File: src/hdl/hbtm_pkg.sv
// hbtm_pkg: shared types and constants for the heartbeat timeout monitor
// used by every module under hdl/, depends on nothing
package hbtm_pkg;

   localparam int TARGET_W    = 4;
   localparam int TIME_W      = 32;
   localparam int COUNT_W     = 5;
   localparam int CSR_DATA_W  = 32;
   localparam int CSR_ADDR_W  = 3;
   localparam int QUEUE_DEPTH = 2;
   localparam int ADDRESSABLE = 16;

   localparam int NUM_TARGETS_DEFAULT = 16;

   localparam logic [COUNT_W-1:0] TARGET_COUNT_RESET = 5'd16;
   localparam logic [TIME_W-1:0]  TIMEOUT_RESET      = 32'd5000;

   // command codes
   localparam logic CMD_HEARTBEAT = 1'b0;
   localparam logic CMD_CHECK     = 1'b1;

   // register select, paddr bit 2
   localparam logic REG_TARGET_COUNT = 1'b0;
   localparam logic REG_TIMEOUT      = 1'b1;

   typedef struct packed {
      logic                command;
      logic [TARGET_W-1:0] target;
      logic [TIME_W-1:0]   now_ms;
   } req_type;

   typedef struct packed {
      logic [TARGET_W-1:0] target_id;
      logic                online;
      logic                last_of_run;
   } rsp_type;

   typedef struct packed {
      logic full;
      logic empty;
   } queue_status_type;

endpackage

File: src/hdl/heartbeat_timeout_monitor_unit.sv
// heartbeat_timeout_monitor_unit: top level, config registers and block wiring
// depends on hbtm_pkg, hbtm_front, hbtm_queue, hbtm_engine
//
// Usage: request words arrive on req_valid/req_item/req_stall. A heartbeat word
// names a target and the current time in ms; the target is marked online and one
// response word {target, online=1, last_of_run=1} is returned. Heartbeats for a
// target at or above the active count are dropped with no response. A check word
// scans targets 0 .. count-1, one entry per cycle, and returns one response word
// {target, online=0} for each online target whose elapsed time exceeds timeout_ms;
// the final one carries last_of_run. A check with no timeouts returns nothing.
// Throughput: heartbeats run back to back at one per cycle while responses are
// not held by rsp_stall; a check holds the engine until its scan of the target
// table is done.
// A two-word queue lets new requests be taken while the scan runs.
// Registers: 0x0 target_count (reset 16), 0x4 timeout_ms (reset 5000); write only
// while idle. After reset every target is offline and the queue is empty.
// When rsp_stall is high the held response stays put; the scan runs on until a
// second report has to go out and then waits on it.
module heartbeat_timeout_monitor_unit
   import hbtm_pkg::*;
#(
   parameter int NUM_TARGETS = NUM_TARGETS_DEFAULT
)
(
   input  logic                  clock,
   input  logic                  reset,
   input  logic                  req_valid,
   input  req_type               req_item,
   output logic                  req_stall,
   output logic                  rsp_valid,
   output rsp_type               rsp_item,
   input  logic                  rsp_stall,
   input  logic                  psel,
   input  logic                  penable,
   input  logic                  pwrite,
   input  logic [CSR_ADDR_W-1:0] paddr,
   input  logic [CSR_DATA_W-1:0] pwdata,
   output logic [CSR_DATA_W-1:0] prdata,
   output logic                  pready
);

   localparam int DEPTH = (NUM_TARGETS < ADDRESSABLE) ? NUM_TARGETS : ADDRESSABLE;
   localparam logic [COUNT_W-1:0] DEPTH_COUNT = COUNT_W'(DEPTH);

   logic [COUNT_W-1:0] target_count_ff, target_count_in;
   logic [TIME_W-1:0]  timeout_ff, timeout_in;
   logic [COUNT_W-1:0] active;
   logic               csr_write;

   queue_status_type   q_status;
   logic               push;
   req_type            push_item;
   logic               q_pop;
   req_type            q_item;

   assign pready    = 1'b1;
   assign csr_write = psel && penable && pwrite && pready;
   assign active    = (target_count_ff > DEPTH_COUNT) ? DEPTH_COUNT : target_count_ff;

   always_comb begin
      target_count_in = target_count_ff;
      timeout_in      = timeout_ff;
      if (csr_write) begin
         case (paddr[2])
            REG_TARGET_COUNT: target_count_in = pwdata[COUNT_W-1:0];
            REG_TIMEOUT:      timeout_in      = pwdata[TIME_W-1:0];
            default:          target_count_in = target_count_ff;
         endcase
      end
   end

   always_comb begin
      case (paddr[2])
         REG_TARGET_COUNT: prdata = CSR_DATA_W'(target_count_ff);
         REG_TIMEOUT:      prdata = CSR_DATA_W'(timeout_ff);
         default:          prdata = '0;
      endcase
   end

   always_ff @(posedge clock) begin
      if (reset) begin
         target_count_ff <= TARGET_COUNT_RESET;
         timeout_ff      <= TIMEOUT_RESET;
      end else begin
         target_count_ff <= target_count_in;
         timeout_ff      <= timeout_in;
      end
   end

   hbtm_front u_front (
      .req_valid (req_valid),
      .req_item  (req_item),
      .req_stall (req_stall),
      .active    (active),
      .q_status  (q_status),
      .push      (push),
      .push_item (push_item)
   );

   hbtm_queue u_queue (
      .clock     (clock),
      .reset     (reset),
      .push      (push),
      .push_item (push_item),
      .pop       (q_pop),
      .pop_item  (q_item),
      .q_status  (q_status)
   );

   hbtm_engine #(
      .NUM_TARGETS (NUM_TARGETS)
   ) u_engine (
      .clock      (clock),
      .reset      (reset),
      .q_item     (q_item),
      .q_status   (q_status),
      .q_pop      (q_pop),
      .active     (active),
      .timeout_ms (timeout_ff),
      .rsp_stall  (rsp_stall),
      .rsp_valid  (rsp_valid),
      .rsp_item   (rsp_item)
   );

   // an online report only comes from a heartbeat, which is always a single word
   a_online_is_last: assert property (@(posedge clock) disable iff (reset)
      rsp_valid && rsp_item.online |-> rsp_item.last_of_run)
      else $error("online response without last_of_run");

   // reports only name targets inside the active range
   a_target_in_range: assert property (@(posedge clock) disable iff (reset)
      rsp_valid |-> ({1'b0, rsp_item.target_id} < active))
      else $error("response names a target outside the active range");

   a_quiet_after_reset: assert property (@(posedge clock)
      $past(reset) |-> !rsp_valid)
      else $error("response word right after reset");

endmodule

File: src/hdl/hbtm_front.sv
// hbtm_front: accepts request words, drops heartbeats outside the active range
// depends on hbtm_pkg
module hbtm_front
   import hbtm_pkg::*;
(
   input  logic                   req_valid,
   input  req_type                req_item,
   output logic                   req_stall,
   input  logic [COUNT_W-1:0]     active,
   input  queue_status_type       q_status,
   output logic                   push,
   output req_type                push_item
);

   logic accepted;
   logic keep;

   assign req_stall = q_status.full;
   assign accepted  = req_valid && !q_status.full;
   assign keep      = (req_item.command == CMD_CHECK) ||
                      ({1'b0, req_item.target} < active);
   assign push      = accepted && keep;
   assign push_item = req_item;

endmodule

File: src/hdl/hbtm_queue.sv
// hbtm_queue: short fifo of classified request words between front and engine
// depends on hbtm_pkg
module hbtm_queue
   import hbtm_pkg::*;
(
   input  logic             clock,
   input  logic             reset,
   input  logic             push,
   input  req_type          push_item,
   input  logic             pop,
   output req_type          pop_item,
   output queue_status_type q_status
);

   localparam int PTR_W = (QUEUE_DEPTH > 1) ? $clog2(QUEUE_DEPTH) : 1;
   localparam int CNT_W = $clog2(QUEUE_DEPTH + 1);
   localparam logic [CNT_W-1:0] FULL_COUNT = CNT_W'(QUEUE_DEPTH);
   localparam logic [PTR_W-1:0] LAST_PTR   = PTR_W'(QUEUE_DEPTH - 1);

   req_type            slot_ff [QUEUE_DEPTH];
   logic [PTR_W-1:0]   wr_ptr_ff, wr_ptr_in;
   logic [PTR_W-1:0]   rd_ptr_ff, rd_ptr_in;
   logic [CNT_W-1:0]   count_ff, count_in;
   logic               do_push, do_pop;

   assign q_status.full  = (count_ff == FULL_COUNT);
   assign q_status.empty = (count_ff == '0);
   assign do_push        = push && !q_status.full;
   assign do_pop         = pop && !q_status.empty;
   assign pop_item       = slot_ff[rd_ptr_ff];

   always_comb begin
      wr_ptr_in = wr_ptr_ff;
      rd_ptr_in = rd_ptr_ff;
      count_in  = count_ff;
      if (do_push) begin
         wr_ptr_in = (wr_ptr_ff == LAST_PTR) ? '0 : wr_ptr_ff + 1'b1;
      end
      if (do_pop) begin
         rd_ptr_in = (rd_ptr_ff == LAST_PTR) ? '0 : rd_ptr_ff + 1'b1;
      end
      if (do_push && !do_pop) begin
         count_in = count_ff + 1'b1;
      end else if (do_pop && !do_push) begin
         count_in = count_ff - 1'b1;
      end
   end

   always_ff @(posedge clock) begin
      if (reset) begin
         wr_ptr_ff <= '0;
         rd_ptr_ff <= '0;
         count_ff  <= '0;
      end else begin
         wr_ptr_ff <= wr_ptr_in;
         rd_ptr_ff <= rd_ptr_in;
         count_ff  <= count_in;
      end
   end

   always_ff @(posedge clock) begin
      if (do_push) begin
         slot_ff[wr_ptr_ff] <= push_item;
      end
   end

endmodule

File: src/hdl/hbtm_engine.sv
// hbtm_engine: target table, heartbeat update and a timeout scan of one entry per cycle unless stalled
// depends on hbtm_pkg
module hbtm_engine
   import hbtm_pkg::*;
#(
   parameter int NUM_TARGETS = NUM_TARGETS_DEFAULT
)
(
   input  logic                clock,
   input  logic                reset,
   input  req_type             q_item,
   input  queue_status_type    q_status,
   output logic                q_pop,
   input  logic [COUNT_W-1:0]  active,
   input  logic [TIME_W-1:0]   timeout_ms,
   input  logic                rsp_stall,
   output logic                rsp_valid,
   output rsp_type             rsp_item
);

   localparam int DEPTH = (NUM_TARGETS < ADDRESSABLE) ? NUM_TARGETS : ADDRESSABLE;
   localparam int IDX_W = (DEPTH > 1) ? $clog2(DEPTH) : 1;
   localparam int CNT_W = $clog2(DEPTH + 1);

   localparam logic ST_IDLE = 1'b0;
   localparam logic ST_SCAN = 1'b1;

   logic [TIME_W-1:0]  last_seen_ff [DEPTH];
   logic [DEPTH-1:0]   alive_ff, alive_in;
   logic               state_ff, state_in;
   logic [CNT_W-1:0]   idx_ff, idx_in;
   logic [TIME_W-1:0]  now_ff, now_in;
   logic [IDX_W-1:0]   pend_ff, pend_in;
   logic               pend_valid_ff, pend_valid_in;
   rsp_type            rsp_ff, rsp_in;
   logic               rsp_valid_ff, rsp_valid_in;

   logic               can_emit;
   logic               at_end;
   logic [IDX_W-1:0]   scan_idx;
   logic [IDX_W-1:0]   hb_idx;
   logic [TIME_W-1:0]  seen_rd;
   logic [TIME_W-1:0]  elapsed;
   logic               hit;
   logic               hb_write;

   assign can_emit  = !rsp_valid_ff || !rsp_stall;
   assign at_end    = (idx_ff == CNT_W'(active));
   assign scan_idx  = idx_ff[IDX_W-1:0];
   assign hb_idx    = q_item.target[IDX_W-1:0];
   assign seen_rd   = last_seen_ff[scan_idx];
   assign elapsed   = now_ff - seen_rd;
   assign hit       = !at_end && alive_ff[scan_idx] && (elapsed > timeout_ms);
   assign rsp_valid = rsp_valid_ff;
   assign rsp_item  = rsp_ff;

   always_comb begin
      state_in      = state_ff;
      idx_in        = idx_ff;
      now_in        = now_ff;
      pend_in       = pend_ff;
      pend_valid_in = pend_valid_ff;
      alive_in      = alive_ff;
      rsp_in        = rsp_ff;
      rsp_valid_in  = rsp_valid_ff && rsp_stall;
      q_pop         = 1'b0;
      hb_write      = 1'b0;

      case (state_ff)
         ST_IDLE: begin
            if (!q_status.empty) begin
               if (q_item.command == CMD_HEARTBEAT) begin
                  if (can_emit) begin
                     q_pop              = 1'b1;
                     hb_write           = 1'b1;
                     alive_in[hb_idx]   = 1'b1;
                     rsp_in.target_id   = q_item.target;
                     rsp_in.online      = 1'b1;
                     rsp_in.last_of_run = 1'b1;
                     rsp_valid_in       = 1'b1;
                  end
               end else begin
                  q_pop         = 1'b1;
                  now_in        = q_item.now_ms;
                  idx_in        = '0;
                  pend_valid_in = 1'b0;
                  state_in      = ST_SCAN;
               end
            end
         end
         ST_SCAN: begin
            if (at_end) begin
               // flush the held report as the last of the run
               if (!pend_valid_ff) begin
                  state_in = ST_IDLE;
               end else if (can_emit) begin
                  rsp_in.target_id   = TARGET_W'(pend_ff);
                  rsp_in.online      = 1'b0;
                  rsp_in.last_of_run = 1'b1;
                  rsp_valid_in       = 1'b1;
                  pend_valid_in      = 1'b0;
                  state_in           = ST_IDLE;
               end
            end else if (!hit) begin
               idx_in = idx_ff + 1'b1;
            end else if (!pend_valid_ff || can_emit) begin
               // one report is held back until we know whether another follows
               if (pend_valid_ff) begin
                  rsp_in.target_id   = TARGET_W'(pend_ff);
                  rsp_in.online      = 1'b0;
                  rsp_in.last_of_run = 1'b0;
                  rsp_valid_in       = 1'b1;
               end
               alive_in[scan_idx] = 1'b0;
               pend_in            = scan_idx;
               pend_valid_in      = 1'b1;
               idx_in             = idx_ff + 1'b1;
            end
         end
         default: begin
            state_in = ST_IDLE;
         end
      endcase
   end

   always_ff @(posedge clock) begin
      if (reset) begin
         state_ff      <= ST_IDLE;
         idx_ff        <= '0;
         pend_valid_ff <= 1'b0;
         alive_ff      <= '0;
         rsp_valid_ff  <= 1'b0;
      end else begin
         state_ff      <= state_in;
         idx_ff        <= idx_in;
         pend_valid_ff <= pend_valid_in;
         alive_ff      <= alive_in;
         rsp_valid_ff  <= rsp_valid_in;
      end
   end

   always_ff @(posedge clock) begin
      now_ff  <= now_in;
      pend_ff <= pend_in;
      rsp_ff  <= rsp_in;
      if (hb_write) begin
         last_seen_ff[hb_idx] <= q_item.now_ms;
      end
   end

endmodule

File: config.mk
export PLATFORM = sky130hd
export DESIGN_NAME = heartbeat_timeout_monitor_unit
export DESIGN_NICKNAME = d
export VERILOG_FILES = /design/src/hdl/hbtm_pkg.sv /design/src/hdl/heartbeat_timeout_monitor_unit.sv /design/src/hdl/hbtm_front.sv /design/src/hdl/hbtm_queue.sv /design/src/hdl/hbtm_engine.sv
export SDC_FILE = /design/constraint.sdc
export NUM_CORES = 1
export LEC_CHECK = 0
export BUFFER_PORTS_ARGS = -buffer_cell sky130_fd_sc_hd__clkbuf_2
export CAP_MARGIN = 5
export CORE_UTILIZATION = 60
export DETAILED_ROUTE_END_ITERATION = 7
export PLACE_DENSITY = 0.87
export SLEW_MARGIN = 5
export SYNTH_ARGS = -nofsm -noshare
export SYNTH_HDL_FRONTEND = slang
export SYNTH_SLANG_ARGS = --single-unit
export TNS_END_PERCENT = 50
File: constraint.sdc
create_clock -name clock -period 14.23 [get_ports clock]
set_input_delay 0 -clock clock [delete_from_list [all_inputs] [get_ports clock]]
set_output_delay 0 -clock clock [all_outputs]
set_load 0.005 [all_outputs]
==> impl_table.tex <==
\begin{tabular}{lr}
\hline
Metric & Value \\
\hline
\multicolumn{2}{l}{\textbf{Run status}} \\
Run status & finished clean \\
\multicolumn{2}{l}{\textbf{CTS}} \\
Buffer levels on the longest clock path & 3 \\
Clock tree from TritonCTS & yes \\
CTS H-tree depth & 3 \\
Clock root buffer & sky130\_fd\_sc\_hd\_\_clkbuf\_16 \\
Postcts setup bufs & 0 \\
Total CTS buffers & 68 \\
Post-CTS clock slew at the launch and capture registers of the worst setup and hold paths & roughly 0.06 ns \\
Worst-Skew Late Latency & 0.62 ns \\
CTS sink count & 698 \\
\multicolumn{2}{l}{\textbf{GRT}} \\
Wire length of the first global-routing pass & 105000 um \\
Overall overflow remaining after global route & 0 \\
Initial antenna violation count & 1 \\
Vias in the first global route & 17200 \\
Gr usage total & between 20\% and 30\% \\
Pin count of the biggest net entering global routing & between 60 and 70 \\
\multicolumn{2}{l}{\textbf{Logic synthesis}} \\
Synthesized instance count & between 1500 and 2000 \\
Post-synth design cell area & 0.0291 mm2 \\
Most frequent cells after synthesis & 628 x sky130\_fd\_sc\_hd\_\_edfxtp\_1, 162 x sky130\_fd\_sc\_hd\_\_mux4\_2, 115 x sky130\_fd\_sc\_hd\_\_nand2\_1, 94 x sky130\_fd\_sc\_hd\_\_inv\_1, 78 x sky130\_fd\_sc\_hd\_\_a21oi\_1 \\
Count of flip-flops with a built-in enable after synthesis & 628 \\
Number of warnings reported in the yosys synthesis log & 0 \\
Post-synth net total & 1828 \\
Synthesis-stage register bit count & 698 \\
Largest cells by area after synthesis & sky130\_fd\_sc\_hd\_\_edfxtp\_1 65\%, sky130\_fd\_sc\_hd\_\_mux4\_2 13\%, sky130\_fd\_sc\_hd\_\_dfxtp\_1 4.8\% \\
Distinct cell type count of the synthesized netlist & 70 \\
Post-synth top area share & 64.8\% \\
Top\_reg\_cell synth & sky130\_fd\_sc\_hd\_\_edfxtp\_1 \\
Top cell type by total area after synthesis & sky130\_fd\_sc\_hd\_\_edfxtp\_1 \\
Fraction of the yosys area taken by sequential cells & 69.6\% \\
Async S/R FF share, synth & 0\% \\
Cell with the most instances after synthesis & sky130\_fd\_sc\_hd\_\_edfxtp\_1 \\
Post-synthesis average cell area & 17.4 um2 \\
\multicolumn{2}{l}{\textbf{Floorplanning}} \\
Starting Density & 61.0\% \\
I/O pin total & 120 \\
Die X & 222 um \\
Total Die Area & 0.0494 mm2 \\
Core box area & 0.0477 mm2 \\
Die height & between 200 and 250 um \\
Num rows & 80 \\
\multicolumn{2}{l}{\textbf{STA}} \\
Min Tclk post-route & 8.22 ns \\
Rel. slew slack & approximately a quarter \\
Final number of hold-violating endpoints & 0 \\
Setup Skew & 0.0363 ns \\
Final setup fails & 0 \\
Number of slew-limit violations in the final report & 0 \\
Maximum frequency from static timing analysis & 122 MHz \\
TNS Setup & 0 ns \\
Transition time at the pin with the least slew margin & approximately 1.1 ns \\
Final cycle utilization of the critical path & between 50 and 60\% \\
Unrepaired setup endpoints after global routing & false \\
\multicolumn{2}{l}{\textbf{Worst setup path}} \\
Highest cell delay on the worst timing path & 0.92 ns \\
Slack of the worst reg-to-reg path & 6.01 ns \\
CP Class & reg -> reg \\
Buffering stage count on the worst path with inverters included & 2 \\
Data arrival time of the critical path & 8.43 ns \\
Sequence of cells on the critical path & buf\_4, mux4\_2, mux4\_2, inv\_1, ha\_1, a211oi\_1, nor2\_1, o41ai\_2, a21oi\_1, o311a\_1, o21a\_1, o21a\_1, o41a\_1, xnor2\_1, ha\_1, nand4\_1, or2\_1, nor3\_4, o41ai\_1, a21oi\_2, nor2\_1, a211oi\_1 \\
Largest driver fanout on the critical path & 43 \\
CP startpoint kind & register \\
Required time at the endpoint of the critical path & roughly 14 ns \\
Cell family with the largest share of critical-path delay & compound AO/OA/AOI/OAI gates \\
Critical Path Slowest Stage Cell & sky130\_fd\_sc\_hd\_\_a211oi\_1 \\
Path depth of the worst reg2reg path & 22 \\
Sort of element at the end of the critical path & register \\
Reg-to-reg endpoint & u\_engine.rsp\_item[3] \\
Cell count along the critical path & 22 \\
\multicolumn{2}{l}{\textbf{Placement}} \\
Final weighted congestion in routability-driven placement & 0.872 \\
Total half-perimeter wirelength after legalization and detailed placement & $\sim$38000 um \\
Count of buffers from port buffering & 116 \\
\multicolumn{2}{l}{\textbf{Detailed routing}} \\
Detailed-routing iteration count for the pre-antenna-repair pass & 7 \\
Routed vias & 16700 \\
Routed wire length per instance & 27.2 um \\
Post-route antenna net violation count & 0 \\
DRC & 0 \\
Routed WL & 69900 um \\
Iteration-0 DRC Markers & $\sim$2000 \\
Vias per Instance & 6.51 \\
\multicolumn{2}{l}{\textbf{Flow run}} \\
Max-cap violation count & 0 \\
\multicolumn{2}{l}{\textbf{Power and ir drop}} \\
VDD IR max & 0.121 mV \\
Leak & $\sim$11 nW \\
Total power density per cell area & 175 mW/mm2 \\
\multicolumn{2}{l}{\textbf{Min path}} \\
Hold Path Cell Cnt & 4 \\
Worst min path class & in -> reg \\
Startpoint of the lowest-slack hold path & penable \\
Hold endpoint & target\_count\_ff[2] \\
\multicolumn{2}{l}{\textbf{Layout}} \\
Diodes inserted & 0 \\
Final core utilization & around 70\% \\
Layout overhead on the synthesized area & 14.7\% \\
Number of nets in the layout & just over 2000 \\
Proportion of layout cells with a drive suffix above 1 & between 20 and 25\% \\
\hline
\end{tabular}
timing repair:
item / in CTS / in global routing
endpoints found under the hold margin: 116 / 0
setup endpoints to repair: 0 / 0
hold buffers: 78 / 0
gates resized for setup: 0 / 0
registers in the layout, summed over array words and instances (netlist names), 5 cells and up, named ones only:
| name | count |
|---|---|
| target_count_ff | 5 |
| timeout_ff | 32 |
| u_engine.alive_ff | 16 |
| u_engine.idx_ff | 5 |
| u_engine.last_seen_ff | 512 |
| u_engine.now_ff | 32 |
| u_engine.rsp_item | 6 |
| u_queue.slot_ff | 74 |
cell usage in the layout (no fill, tap or decap), types with 4 or more instances in the layout:
| cell type | n |
|---|---|
| sky130_fd_sc_hd__mux2i_1 | 12 |
| sky130_fd_sc_hd__o21ai_0 | 23 |
| sky130_fd_sc_hd__dfxtp_1 | 65 |
| sky130_fd_sc_hd__mux4_2 | 162 |
| sky130_fd_sc_hd__or3_1 | 7 |
| sky130_fd_sc_hd__ha_1 | 72 |
| sky130_fd_sc_hd__a211oi_1 | 5 |
| sky130_fd_sc_hd__o21a_1 | 4 |
| sky130_fd_sc_hd__nor3_1 | 10 |
| sky130_fd_sc_hd__nand2_1 | 115 |
| sky130_fd_sc_hd__nand3_1 | 10 |
| sky130_fd_sc_hd__a211o_1 | 7 |
| sky130_fd_sc_hd__clkbuf_16 | 71 |
| sky130_fd_sc_hd__o21ai_1 | 14 |
| sky130_fd_sc_hd__clkbuf_2 | 116 |
| sky130_fd_sc_hd__bufinv_16 | 4 |
| sky130_fd_sc_hd__mux2_2 | 40 |
| sky130_fd_sc_hd__buf_4 | 30 |
| sky130_fd_sc_hd__and2_1 | 28 |
| sky130_fd_sc_hd__a21oi_1 | 78 |
| sky130_fd_sc_hd__nor2b_1 | 10 |
| sky130_fd_sc_hd__nand2b_1 | 10 |
| sky130_fd_sc_hd__xnor2_1 | 22 |
| sky130_fd_sc_hd__o21bai_1 | 8 |
| sky130_fd_sc_hd__a31oi_1 | 4 |
| sky130_fd_sc_hd__xor2_1 | 14 |
| sky130_fd_sc_hd__clkinv_1 | 7 |
| sky130_fd_sc_hd__a21o_1 | 25 |
| sky130_fd_sc_hd__clkbuf_1 | 16 |
| sky130_fd_sc_hd__o211ai_1 | 4 |
| sky130_fd_sc_hd__nor2_1 | 61 |
| sky130_fd_sc_hd__clkinv_2 | 14 |
| sky130_fd_sc_hd__nand4_1 | 12 |
| sky130_fd_sc_hd__dlygate4sd3_1 | 78 |
| sky130_fd_sc_hd__edfxtp_1 | 628 |
| sky130_fd_sc_hd__inv_1 | 94 |
report_power, final:
group	switching, W	internal (W)	total [W]
Sequential	0.0000791	0.00254	0.00262
Clock	0.000754	0.00100	0.00176
Combinational	0.000875	0.000607	0.00148
Total	0.00171	0.00415	0.00585
worst max-delay path by stage:
stage / from / to / slack [ns]
after floorplan: register / u_engine.rsp_item[0] / 7.49
after global routing: register / u_engine.rsp_item[3] / 5.55
after detailed placement: register / u_engine.rsp_item[3] / 6.14
after global placement: register / u_engine.rsp_item[1] / 6.29
final: register / u_engine.rsp_item[3] / 6.01
after CTS: register / u_engine.rsp_item[3] / 6.00
stage by stage:
step | instances | instance area [um2] | hold WS (ns) | worst slack (ns) | power (W)
2_1_floorplan | 1676 | 29100 | 0.0989 | 7.49 | 0.00367
3_3_place_gp | 2372 | 30500 | 0.189 | 6.29 | 0.00399
3_5_place_dp | 2372 | 30500 | 0.192 | 6.14 | 0.00408
4_1_cts | 2572 | 33400 | 0.00305 | 6.00 | 0.00585
5_1_grt | 2572 | 33400 | 0.0526 | 5.55 | 0.00608
6_report | 2572 | 33400 | 0.0465 | 6.01 | 0.00585
logic make-up (layout without fill, tap and decap cells):
family | count (synthesis) | count (layout) | share of synthesized area [%]
DFF | 698 | 698 | 69.6
AOI/OAI and AO/OA | 204 | 204 | 4.55
muxes | 217 | 217 | 14.8
xor gates and xnor gates | 36 | 36 | 1.08
and+or+nand+nor | 288 | 288 | 4.70
adders and majority gates | 73 | 73 | 3.16
other | 1 | 1 | 0.0129
buffers and inverters | 159 | 440 | 2.11
layer usage:
layer / track usage [%] / part of all wire, % / vias up
li1: - / - / 7006
met1: 37.7 / 37 / 8463
met2: 49.0 / 50 / 1064
met3: 5.65 / 9.5 / 202
met4: 11.2 / 3.6 / 2
met5: 0 / 0.017 / -
worst min-delay path: cells and delay by family:
family,cells,cell delay [ns]
simple gates,2,0.38
mux,1,0.12
buf+inv,1,0.11
layout make-up:
type / count / area (um2)
tap: 615 / 769
inverter: 94 / 353
sequential: 698 / 20300
clock buffer: 89 / 1860
timing repair buffer: 224 / 1590
multi-input combinational: 819 / 8250
clock inverter: 33 / 295
fill: 2722 / 14400
Power figures use the tool's default switching activity.
